--- src/rtl/core/acia_pkg.sv ---
package acia_pkg;

  localparam int unsigned PeriodW = 20;
  localparam int unsigned CountW  = 21;
  localparam int unsigned CfgIdxW = 2;

  localparam logic [PeriodW-1:0] PeriodReset  = 20'd1042;
  localparam logic [1:0]         IrqKindReset = 2'd1;
  localparam logic [1:0]         IrqNone      = 2'd3;

  localparam logic [7:0] StatusReset = 8'h02;
  localparam logic [7:0] StatRdrf    = 8'h01;
  localparam logic [7:0] StatTdre    = 8'h02;
  localparam logic [7:0] StatIrq     = 8'h80;
  localparam logic [7:0] ClrRxMask   = 8'h7e;
  localparam logic [7:0] ClrTxMask   = 8'h7d;
  localparam logic [7:0] CtrlRxIe    = 8'h80;
  localparam logic [7:0] CtrlTxMask  = 8'h60;
  localparam logic [7:0] CtrlTxIe    = 8'h20;

  localparam logic [CfgIdxW-1:0] CfgCharPeriod = 2'd0;
  localparam logic [CfgIdxW-1:0] CfgIrqKind    = 2'd1;

  localparam logic SelCtrl = 1'b0;
  localparam logic SelData = 1'b1;

  typedef enum logic [1:0] {
    FUNC_READ  = 2'd0,
    FUNC_WRITE = 2'd1,
    FUNC_TICK  = 2'd2
  } func_e;

  typedef struct packed {
    logic [7:0] rx_byte;
    logic       rx_offered;
    logic [7:0] elapsed_cycles;
    logic [7:0] write_data;
    logic       reg_sel;
    logic [1:0] func;
  } item_t;

  typedef struct packed {
    logic [1:0] irq_line;
    logic       irq_request;
    logic [7:0] tx_byte;
    logic       tx_valid;
    logic       rx_taken;
    logic [7:0] status_now;
    logic [7:0] read_data;
  } result_t;

endpackage

--- src/rtl/core/acia_core.sv ---
module acia_core import acia_pkg::*; (
  input  logic               clk_i,
  input  logic               rst_ni,
  input  logic               cfg_valid_i,
  input  logic [CfgIdxW-1:0] cfg_index_i,
  input  logic [PeriodW-1:0] cfg_data_i,
  input  logic               step_i,
  input  item_t              item_i,
  output result_t            result_o
);

  logic [PeriodW-1:0] period_q, period_d;
  logic [1:0]         irq_kind_q, irq_kind_d;
  logic [7:0]         ctrl_q, ctrl_d;
  logic [7:0]         status_q, status_d;
  logic [7:0]         tx_data_q, tx_data_d;
  logic [7:0]         rx_data_q, rx_data_d;
  logic [CountW-1:0]  count_q, count_d;
  logic [CountW-1:0]  elapsed_ext;
  logic               irq;

  assign elapsed_ext = {{(CountW-8){1'b0}}, item_i.elapsed_cycles};

  // configuration writes
  always_comb begin
    period_d   = period_q;
    irq_kind_d = irq_kind_q;
    if (cfg_valid_i) begin
      case (cfg_index_i)
        CfgCharPeriod: period_d   = cfg_data_i;
        CfgIrqKind:    irq_kind_d = cfg_data_i[1:0];
        default: ;
      endcase
    end
  end

  // one step of the serial port
  always_comb begin
    ctrl_d    = ctrl_q;
    status_d  = status_q;
    tx_data_d = tx_data_q;
    rx_data_d = rx_data_q;
    count_d   = count_q;
    irq       = 1'b0;
    result_o  = '0;
    case (func_e'(item_i.func))
      FUNC_READ: begin
        if (item_i.reg_sel == SelCtrl) begin
          result_o.read_data = status_q;
        end else begin
          result_o.read_data = rx_data_q;
          status_d           = status_q & ClrRxMask;
        end
      end
      FUNC_WRITE: begin
        if (item_i.reg_sel == SelCtrl) begin
          ctrl_d = item_i.write_data;
        end else begin
          tx_data_d = item_i.write_data;
          status_d  = status_q & ClrTxMask;
        end
      end
      FUNC_TICK: begin
        if (elapsed_ext < count_q) begin
          count_d = count_q - elapsed_ext;
        end else begin
          count_d = {1'b0, period_q};
          if (item_i.rx_offered) begin
            rx_data_d          = item_i.rx_byte;
            status_d           = status_d | StatRdrf;
            result_o.rx_taken  = 1'b1;
            if ((ctrl_q & CtrlRxIe) != 8'h00) begin
              status_d = status_d | StatIrq;
              irq      = 1'b1;
            end
          end
          if ((status_q & StatTdre) == 8'h00) begin
            result_o.tx_valid = 1'b1;
            result_o.tx_byte  = tx_data_q;
            status_d          = status_d | StatTdre;
            if ((ctrl_q & CtrlTxMask) == CtrlTxIe) begin
              status_d = status_d | StatIrq;
              irq      = 1'b1;
            end
          end
        end
      end
      default: ;
    endcase
    result_o.status_now  = status_d;
    result_o.irq_request = irq && (irq_kind_q != IrqNone);
    result_o.irq_line    = irq_kind_q;
  end

  always_ff @(posedge clk_i or negedge rst_ni) begin
    if (!rst_ni) begin
      period_q   <= PeriodReset;
      irq_kind_q <= IrqKindReset;
      ctrl_q     <= '0;
      status_q   <= StatusReset;
      tx_data_q  <= '0;
      rx_data_q  <= '0;
      count_q    <= '0;
    end else begin
      period_q   <= period_d;
      irq_kind_q <= irq_kind_d;
      if (step_i) begin
        ctrl_q    <= ctrl_d;
        status_q  <= status_d;
        tx_data_q <= tx_data_d;
        rx_data_q <= rx_data_d;
        count_q   <= count_d;
      end
    end
  end

endmodule

--- config.mk ---
export PLATFORM = sky130hd
export DESIGN_NAME = acia_core
export DESIGN_NICKNAME = d
export VERILOG_FILES = /design/src/rtl/core/acia_pkg.sv /design/src/rtl/core/acia_core.sv
export SDC_FILE = /design/constraint.sdc
export NUM_CORES = 1
export LEC_CHECK = 0
export ABC_AREA = 1
export BUFFER_PORTS_ARGS = -buffer_cell sky130_fd_sc_hd__buf_2
export CAP_MARGIN = 10
export CORE_UTILIZATION = 40
export CTS_BUF_LIST = sky130_fd_sc_hd__clkbuf_8
export DETAILED_ROUTE_END_ITERATION = 10
export PLACE_DENSITY = 0.65
export RECOVER_POWER = 25
export SYNTH_ARGS = -nofsm -noshare
export SYNTH_HDL_FRONTEND = slang
export SYNTH_SLANG_ARGS = --single-unit
export TNS_END_PERCENT = 100
--- constraint.sdc ---
create_clock -name clk_i -period 2.4 [get_ports clk_i]
set_input_delay 0.36 -clock clk_i [delete_from_list [all_inputs] [get_ports clk_i]]
set_output_delay 0.36 -clock clk_i [all_outputs]
set_load 0.01 [all_outputs]
Word-level counts from Yosys, hierarchy flattened
Index checks and enable logic that the tools add are counted.
{"block": "word_totals", "ff_bits": 75, "in_bits": 54, "output_inout_bits": 29, "elab_cells": 47}
{"block": "classes", "n_addsub": 1, "order_cmp": 1, "n_eq_ne": 5, "n_mux": 21, "bitwise_logic": 2, "n_reduce_logical": 10}
{"operator": "$mux W8", "count": 9}
{"operator": "$pmux W8 S3", "count": 1}
{"operator": "$lt A8 B21 Y1", "count": 1}
{"operator": "$mux W21", "count": 1}
{"operator": "$sub A21 B8 Y21", "count": 1}
{"operator": "$mux W10", "count": 2}
{"operator": "$mux W9", "count": 1}
{"operator": "$logic_not A8 Y1", "count": 1}
{"operator": "$mux W1", "count": 7}
{"operator": "$eq A2 B1 Y1 const B", "count": 3}
{"operator": "$reduce_and A2 Y1", "count": 3}
{"operator": "$reduce_and A3 Y1", "count": 2}
{"operator": "$logic_not A2 Y1", "count": 2}
{"operator": "$reduce_and A4 Y1", "count": 1}
{"operator": "$eq A2 B2 Y1 const B", "count": 1}
{"operator": "$ne A2 B2 Y1 const B", "count": 1}
{"operator": "$not A1 Y1", "count": 2}
{"operator": "$logic_and A1 B1 Y1", "count": 1}

Longest topological paths before layout
Gate-level depths: netlist of run 1.
{"block": "logic_depth", "depth_word": 7, "ltp_mapped": 14, "ltp_nobuf": 14}

Worst setup path before layout of run 1
Ideal clock, no wire load.
{"block": "synth_timing", "path_type": "input to output", "from": "input port item_i[14] (netlist name)", "to": "output port result_o[18] (netlist name)", "arrival_ns": 1.771, "t_required_ns": 2.040, "path_slack_ns": 0.269, "path_stages": 12, "n_path_buf": 1, "path_cell_list": "inv_1 -> ha_1 -> nand2_1 -> inv_1 -> nand2_1 -> nand3_1 -> nand2_1 -> nand2_2 -> nand2_8 -> buf_8 -> nand3_4 -> nor2_1"}
{"item": "start, declared", "line_no": "acia_core.sv:8", "rtl": "input item_t item_i,"}
{"item": "end, declared", "line_no": "acia_core.sv:9", "rtl": "output result_t result_o"}

==> results.yml, run 1 <==
logic_synthesis:
  yosys.area.top_type: "dfrtp_1"
  async_flop_share_pct: 100
  ys_seq_area_share_pct: 40.1
  synth_edf_count: 0
  synth_top_area_share_pct: 36.8
  synthFlopType: "dfrtp_1"
  ys_warn_count: 0
  synth_most_common_cell: "nand2_1"
  syn_area_per_cell_um2: 6.99
  synth_seq_cells: 65
  synthCells: 583
  synthDistinctLibCells: 37
  syn-cell-area_um2: 4080
  synthTopCellsByArea: "dfrtp_1 37%, nand2_1 17%, inv_1 8.3%"
  yosys-top-cells-count: "183 x nand2_1, 90 x inv_1, 67 x nor2_1"
drt:
  vias: 3858
  ant_nets: 0
  wl_met3_um: 554
  viasPerCell: 4.68
  drt_wl_total_um: 9930
  firstDrtPassIters: 5
  drtIter0Drc: 224
  m1WireLength_um: 4710
  dr_wl_met2_um: 4530
  routedWlPerCell_um: 12.1
  top_layer: "met4"
  drc: 0
power_and_ir_drop:
  total_power_mw: 4.94
  leakagePower_nw: 2.80
  powerDensity_nw_per_um2: 960
  vdd_drop_max_mv: 0.333
setup_path:
  crit_type: "reg -> out"
  endpoint_kind: "primary output"
  cp_top_family: "simple AND/OR/NAND/NOR gates"
  cp_cell_sequence: "ha_4 -> nand2_4 -> inv_4 -> nand2_4 -> nor3_4 -> nand3_4 -> nand2_8 -> nand3_4 -> nor2_1 -> buf_2"
  required_ns: 2.04
  rrSetupSlack_ns: 0.20
  critPathMaxStageDelay_ns: 0.41
  reg2reg_depth: 14
  r2r-start: "count_q[7]"
  cpMaxStageDelayCell: "dfrtp_1"
  r2r_end: "count_q[15]"
  start_kind: "register"
  worst_ep_arrival_time_ns: 2.09
  path_max_fanout: 5
  crit_buf_inv: 2
sta:
  finalSetupViolations: 9
  worst_hold_slack_ns: 0.258
  timing.final.ws_setup_ns: -0.0466
  finalHoldViolations: 0
  fin_worst_skew_ns: 0.00737
  min_period_ns: 2.45
  drv_slew: 41
  rsz0062_at_grt: "true"
  tightest_slew_ns: 1.54
  max_slew_margin_pct: -2.67
  min_period_over_period_pct: 102
  clock.fmax_mhz: 409
grt:
  grt_use_total_pct: 20.1
  grt_max_degree: 41
  antenna_found_initial: 0
  first_global_vias: 3685
  grt_overflow_total: 0
  grt_pass1_wl_um: 16400
clock_network:
  clock-sinks: 65
  root_buffer: "clkbuf_8"
  clk_pin_slew_ns: 0.08
  cts_max_path_buffers: 2
  cts_htree_levels: 3
  clk_latency_ns: 0.34
  cts_inserted_buffers: 9
  cts_tree: "built"
die:
  fp.dieW_um: 103
  rows: 36
  core_um2: 9820
  dieArea_um2: 10600
  die_y_um: 103
  start_util_pct: 41.5
  top_level_ports: 83
hold_path:
  hold_end: "rx_data_q[3]"
  hp-class: "in -> reg"
  min_from: "item_i[23]"
  holdPathStages: 3
finish:
  post-route-util_pct: 52.4
  drive_above_1_share_pct: 26.3
  regArea_um2: 1630
  layout.cells.non_filler: 824
  multi_input_area_um2: 2140
  diodes: 0
  fillers: 1013
  areaGrowthSynthToFinish_pct: 26.2
  final_nets: 749
place:
  dp_hpwl_um: 7230
  io_buffers: 77
  place.gp.congestion: 0.896
  dp.cells: 787
flow_run:
  cap_violations: 1
status:
  violations: "capacitance limit, slew limit, setup timing"
  status: "finished with violations"
## per-stage QoR
stage / setup WS [ns] / cell area (um2) / TNS [ns]
final: -0.0466 / 5150 / -0.237
after global routing: -0.158 / 5150 / -1.75
after CTS: -0.0843 / 5020 / -0.720
after detailed placement: 0.0519 / 4590 / 0
after global placement: 0.109 / 4590 / 0
after floorplan: 0.269 / 4090 / 0
## per-layer routing
layer / vias up / track usage (%)
li1: 1996 / -
met4: 0 / 6.93
met5: - / 0
met1: 1736 / 26.2
met3: 12 / 4.88
met2: 114 / 32.8
## cell type report
class                           count  area share [%]
Multi-Input combinational cell    406            41.6
Sequential cell                    65            31.7
Timing Repair Buffer              105            11.6
Inverter                           99            7.42
Tap cell                          133            3.23
Clock buffer                       10            2.67
Clock inverter                      6            1.75
## flip-flops by register name (all words and copies together) (netlist names)
signal	count
count_q	21
ctrl_q	3
irq_kind_q	2
period_q	20
rx_data_q	8
status_q	3
tx_data_q	8
## timing repair
item | CTS | global route
cloned | 1 | 0
buffers inserted | 10 | 9
hold buffers | 1 | 0
pin swaps | 12 | 17
hold endpoints to repair | 7 | 0
endpoints found under the setup margin | 14 | 14
resized for setup | 15 | 18
## worst register-to-register path, delay by kind of cell, from the launching register on
| kind | cells | cell delay, ns |
|---|---|---|
| flip-flops | 1 | 0.41 |
| buffers and inverters | 3 | 0.49 |
| AND/OR/NAND/NOR | 10 | 0.88 |
| adder cells (fa/ha/maj) | 1 | 0.32 |
## cells by family after synthesis
family                     count (synthesis)  share of synthesized area [%]
DFF                                       65                           40.1
adders and majority gates                  9                           2.95
xor gates and xnor gates                   6                           1.29
and+or+nand+nor                          323                           34.5
other                                      1                         0.0920
buffers and inverters                    117                           12.3
AOI/OAI and AO/OA                         62                           8.87
## power breakdown
part	internal, mW	switching [mW]
registers	1.37	0.222
clock network	0.616	0.441
logic	0.969	1.33
total	2.95	1.99
## cell usage in the layout (no fill, tap or decap), types with 3 or more instances in the layout
cell and n:
nand2_1 177, inv_1 90, buf_2 75, nor2_1 61, dfrtp_1 60, nand3_1 39, a21oi_1 28, buf_4 25
o21ai_0 15, clkbuf_8 10, nor2_2 8, o21ai_2 8, nand4_1 7, ha_4 7, nand2_2 6, nor3_1 6
inv_2 5, nand2_4 5, a21oi_2 5, conb_1 5, xnor2_1 4, dfstp_2 4, nand3_2 3, nor2_4 3
nand3_4 3, o21ai_1 3
## worst max-delay path by stage
| stage | start | endpoint | cells past startpoint |
|---|---|---|---|
| final | count_q[7] | result_o[19] | 10 |
| after floorplan | item_i[14] | result_o[18] | 12 |
| after detailed placement | item_i[18] | result_o[20] | 12 |
| after CTS | count_q[7] | result_o[25] | 10 |
| after global placement | item_i[18] | result_o[20] | 12 |
| after global routing | count_q[7] | result_o[25] | 10 |
No activity file was read; power rests on OpenSTA's default activity.
==> run 2, diff against run 1 <==
--- a/config.mk
+++ b/config.mk
@@ -8,5 +8,5 @@
 export ABC_AREA = 1
 export BUFFER_PORTS_ARGS = -buffer_cell sky130_fd_sc_hd__buf_2
-export CAP_MARGIN = 10
+export CAP_MARGIN = 25
 export CORE_UTILIZATION = 40
 export CTS_BUF_LIST = sky130_fd_sc_hd__clkbuf_8
==> constraint.sdc (replaced) <==
create_clock -name clk_i -period 2.4 [get_ports clk_i]
set_input_delay 0.36 -clock clk_i [delete_from_list [all_inputs] [get_ports clk_i]]
set_output_delay 0.36 -clock clk_i [all_outputs]
set_load 0.1 [all_outputs]
==> results.yml, run 2 (synthesis results as in run 1) <==
power_and_ir_drop:
  leakagePower_nw: 2.80
  vdd_drop_max_mv: 0.343
  power_frac_seq_pct: 33.0
  p_comb_share_pct: 47.9
  switching_power_mw: 2.06
  clockPowerShare_pct: 19.1
  internal-power_mw: 2.76
  powerDensity_nw_per_um2: 898
  p_sw_share_pct: 42.7
setup_path:
  endpoint_kind: "primary output"
  cp-endpoint: "result_o[25]"
  worst_ep_arrival_time_ns: 2.24
  reg2reg_depth: 12
  critPathMaxStageDelay_ns: 0.41
  cpMaxStageDelayCell: "dfrtp_1"
  cp-startpoint: "count_q[6]"
  cp_cell_sequence: "ha_4 -> nand2_1 -> nand2_1 -> nand2_1 -> nand3_2 -> nor2_4 -> nand2_4 -> nand2_8 -> nand3_4 -> clkbuf_16 -> nor2_4 -> buf_12"
  start_kind: "register"
  path_max_fanout: 4
  r2r_end: "rx_data_q[4]"
  crit_type: "reg -> out"
  required_ns: 2.04
  r2r-start: "count_q[6]"
  cp_common_cell: "nand2_1"
  rrSetupSlack_ns: 0.22
grt:
  grt_max_degree: 66
  grt_use_total_pct: 20.2
  antenna_found_initial: 1
  grt_pass1_wl_um: 16600
  grt_overflow_total: 0
  first_global_vias: 3704
finish:
  largest_reg_flops: 21
  finalInstanceArea_um2: 5360
  final_cell_mix: "176 x nand2_1, 89 x inv_1, 62 x buf_2, 60 x dfrtp_1, 57 x nor2_1"
  drive_above_1_share_pct: 27.0
  final_common_cell: "nand2_1"
  diodes: 0
  regMostFlops: "count_q"
  areaGrowthSynthToFinish_pct: 31.5
  final_nets: 739
  largestRegisters: "count_q (21), period_q (20)"
place:
  place.gp.congestion: 0.935
  dp_hpwl_um: 7300
  place_area_um2: 5020
  dp_slack_ns: -0.0159
  io_buffers: 77
clock_network:
  cts_tree: "built"
  clk_pin_slew_ns: 0.07
  cts_hold_buf: 0
  cts_max_path_buffers: 2
  root_buffer: "clkbuf_8"
  cts_htree_levels: 3
  clk_latency_ns: 0.35
  cts_inserted_buffers: 9
  clock-sinks: 65
status:
  violations: "capacitance limit, slew limit, setup timing"
  status: "finished with violations"
sta:
  min_period_over_period_pct: 108
  timing.final.ws_setup_ns: -0.202
  drv_slew: 66
  finalHoldViolations: 0
  tns_ns: -2.30
  rsz0062_at_grt: "true"
  max_slew_margin_pct: -10.0
  tightest_slew_ns: 1.65
  min_period_ns: 2.60
  finalSetupViolations: 14
  clock.fmax_mhz: 384
  fin_worst_skew_ns: 0.0151
die:
  die_y_um: 103
  rows: 36
  fp.dieW_um: 103
  dieArea_um2: 10600
  start_util_pct: 41.5
  core_um2: 9820
  top_level_ports: 83
drt:
  vias: 3887
  routedWlPerCell_um: 12.2
  viasPerCell: 4.78
  ant_nets: 0
  firstDrtPassIters: 4
  drtIter0Drc: 198
  drc: 0
  drt_wl_total_um: 9970
flow_run:
  cap_violations: 1
hold_path:
  hp-class: "in -> reg"
[run 2: cell count changes in the layout (fill, tap and decap cells not counted), sizes merged]
| cell | change |
|---|---|
| nand3 | -1 |
| dlygate4sd3 | -1 |
| clkinv | +1 |
| bufinv | -1 |
| buf | -8 |
[run 2: worst max-delay path, delay by kind of cell (launching register included)]
family / cells / cell delay (ns)
simple gates: 9 / 0.86
flops: 1 / 0.41
buf+inv: 2 / 0.36
fa+ha+maj: 1 / 0.25
[run 2: power groups by stage]
stage / Clock, mW / Sequential, mW / Combinational [mW]
final: 0.918 / 1.59 / 2.31
after global routing: 0.988 / 1.62 / 2.61
after CTS: 0.945 / 1.59 / 2.22
after detailed placement: 0 / 1.61 / 2.17
after global placement: 0 / 1.60 / 2.13
after floorplan: 0 / 1.59 / 1.67
[run 2: worst min-delay path by stage]
stage,cells past startpoint,from,slack [ns],endpoint
4_1_cts,2,rst_ni,0.02,count_q[7]
5_1_grt,3,cfg_data_i[10],0.25,period_q[10]
2_1_floorplan,0,rst_ni,0.06,count_q[0]
3_5_place_dp,2,rst_ni,0.41,count_q[5]
3_3_place_gp,2,rst_ni,0.41,count_q[5]
6_report,3,cfg_data_i[4],0.25,period_q[4]
[run 2: cell type report]
class,instances,area [um2]
clock buffers,10,138
clock inverters,6,52.6
fillers,993,4460
inverters,99,383
multi-input cells,405,2200
flip-flops and latches,65,1630
well taps,133,166
repair buffers,96,786
[run 2: per-stage QoR]
| stage | utilization (%) | hold slack (ns) | total power, mW | cells |
|---|---|---|---|---|
| final | 54.6 | 0.250 | 4.81 | 814 |
| after global routing | 54.6 | 0.246 | 5.22 | 814 |
| after CTS | 53.8 | 0.0238 | 4.75 | 808 |
| after detailed placement | 51.1 | 0.406 | 3.77 | 787 |
| after global placement | 51.1 | 0.406 | 3.73 | 787 |
| after floorplan | - | 0.0644 | 3.27 | 587 |
[run 2: routing by layer]
layer	wire, um	global-route usage [%]	part of all wire (%)
met1	4530	26.2	45
met2	4580	32.8	46
met3	692	5.29	6.9
met4	165	6.93	1.7
met5	0	0	0
[run 2: what timing repair did]
item                                    4_1_cts  5_1_grt
setup buffers                                 5        5
pin swaps                                     0        3
endpoints found under the setup margin       14       14
gates resized for setup                       6        6
gates cloned                                  0        1
==> run 3, diff against run 2 <==
Settings changed: CTS_BUF_LIST sky130_fd_sc_hd__clkbuf_8 to default.
==> results.yml, run 3 (synthesis results as in run 1) <==
drt:
  firstDrtPassIters: 4
  drtIter0Drc: 207
  drt_wl_total_um: 9980
  ant_nets: 0
  drc: 0
  viasPerCell: 4.74
  vias: 3862
  routedWlPerCell_um: 12.3
die:
  start_util_pct: 41.5
  rows: 36
  core_um2: 9820
  die_y_um: 103
  top_level_ports: 83
  dieArea_um2: 10600
  fp.dieW_um: 103
setup_path:
  start_kind: "register"
  required_ns: 2.04
  worst_ep_arrival_time_ns: 2.25
  path_max_fanout: 5
  r2r-start: "count_q[7]"
  endpoint_kind: "primary output"
  crit_type: "reg -> out"
  cp-startpoint: "count_q[7]"
grt:
  grt_pass1_wl_um: 16600
  grt_use_total_pct: 20.2
  grt_overflow_total: 0
  antenna_found_initial: 1
  first_global_vias: 3704
  grt_max_degree: 66
hold_path:
  min_from: "cfg_data_i[10]"
  hp-class: "in -> reg"
clock_network:
  cts_htree_levels: 3
  cts_hold_buf: 0
  root_buffer: "clkbuf_8"
  cts_tree: "built"
  clk_latency_ns: 0.36
  clk_pin_slew_ns: 0.08
  clock-sinks: 65
  cts_inserted_buffers: 9
  cts_max_path_buffers: 2
sta:
  drv_slew: 66
  min_period_over_period_pct: 109
  fin_worst_skew_ns: 0.0176
  finalHoldViolations: 0
  clock.fmax_mhz: 384
  max_slew_margin_pct: -10.5
  rsz0062_at_grt: "true"
  tightest_slew_ns: 1.66
  timing.final.ws_setup_ns: -0.207
  worst_hold_slack_ns: 0.249
  finalSetupViolations: 14
  min_period_ns: 2.61
power_and_ir_drop:
  leakagePower_nw: 2.79
  powerDensity_nw_per_um2: 900
  total_power_mw: 4.82
  vdd_drop_max_mv: 0.343
finish:
  regMostFlops: "count_q"
  layout.cells.non_filler: 814
  areaGrowthSynthToFinish_pct: 31.5
  largestRegisters: "count_q (21), period_q (20)"
  final_cell_mix: "176 x nand2_1, 87 x inv_1, 62 x buf_2, 60 x dfrtp_1, 57 x nor2_1"
  final_nets: 739
  final_common_cell: "nand2_1"
  largest_reg_flops: 21
  post-route-util_pct: 54.6
  drive_above_1_share_pct: 27.0
  diodes: 0
place:
  io_buffers: 77
  place.gp.congestion: 0.935
  dp.cells: 787
  dp_hpwl_um: 7300
status:
  violations: "capacitance limit, slew limit, setup timing"
  status: "finished with violations"
flow_run:
  cap_violations: 1
-- run 3: cell types whose count changed in the layout (fill, tap and decap cells not counted) --
cell      before  now
clkbuf_1       0    2
inv_1         89   87
-- run 3: layer usage --
metal	global-route usage [%]	up-vias	share of wire (%)
li1	-	1977	-
met5	0	-	0
met4	6.93	0	1.4
met3	5.29	13	6.9
met2	32.8	114	46
met1	26.2	1758	46
-- run 3: final cells by class --
cell class                      count  area [um2]
Sequential cell                    65        1630
Fill cell                         993        4460
Multi-Input combinational cell    405        2200
Tap cell                          133         166
Inverter                           99         383
Clock buffer                       12         145
Clock inverter                      4        45.0
Timing Repair Buffer               96         786
-- run 3: final timing paths --
path	slack (ns)	depth (start not counted)	endpoint
setup reg to reg	0.22	11	rx_data_q[4]
hold reg to reg	0.48	2	rx_data_q[0]
max in group asynchronous	0.89	2	period_q[7]
hold / removal	0.25	3	period_q[10]
min in group asynchronous	0.50	2	count_q[7]
setup / recovery	-0.21	11	result_o[20]
-- run 3: timing repair --
item,CTS,global route
endpoints found under the setup margin,14,14
pin swaps,0,3
gates resized for setup,6,6
endpoints found under the hold margin,0,0
cloned,0,1
buffers inserted,5,5
-- run 3: through the flow --
stage                     cell area (um2)  worst slack (ns)  setup TNS (ns)
after floorplan                      4300            -0.154           -1.37
after global placement               5020            0.0222               0
after detailed placement             5020           -0.0159         -0.0426
after CTS                            5290            -0.207           -2.33
after global routing                 5360            -0.311           -3.74
final                                5360            -0.207           -2.35
-- run 3: critical path, stage by stage, from the launching register on --
cell	delay, ns
dfrtp_1	0.42
ha_4	0.32
nand2_4	0.06
inv_2	0.06
nand2_2	0.07
nor3_4	0.16
nand3_4	0.13
nand2_8	0.11
nand3_4	0.09
buf_12	0.17
nor2_4	0.12
buf_12	0.18
-- run 3: report_power, final --
part | leakage, nW | internal (mW) | switching (mW)
clock | 0.100 | 0.504 | 0.427
combinational | 1.91 | 0.892 | 1.41
sequential | 0.782 | 1.37 | 0.221
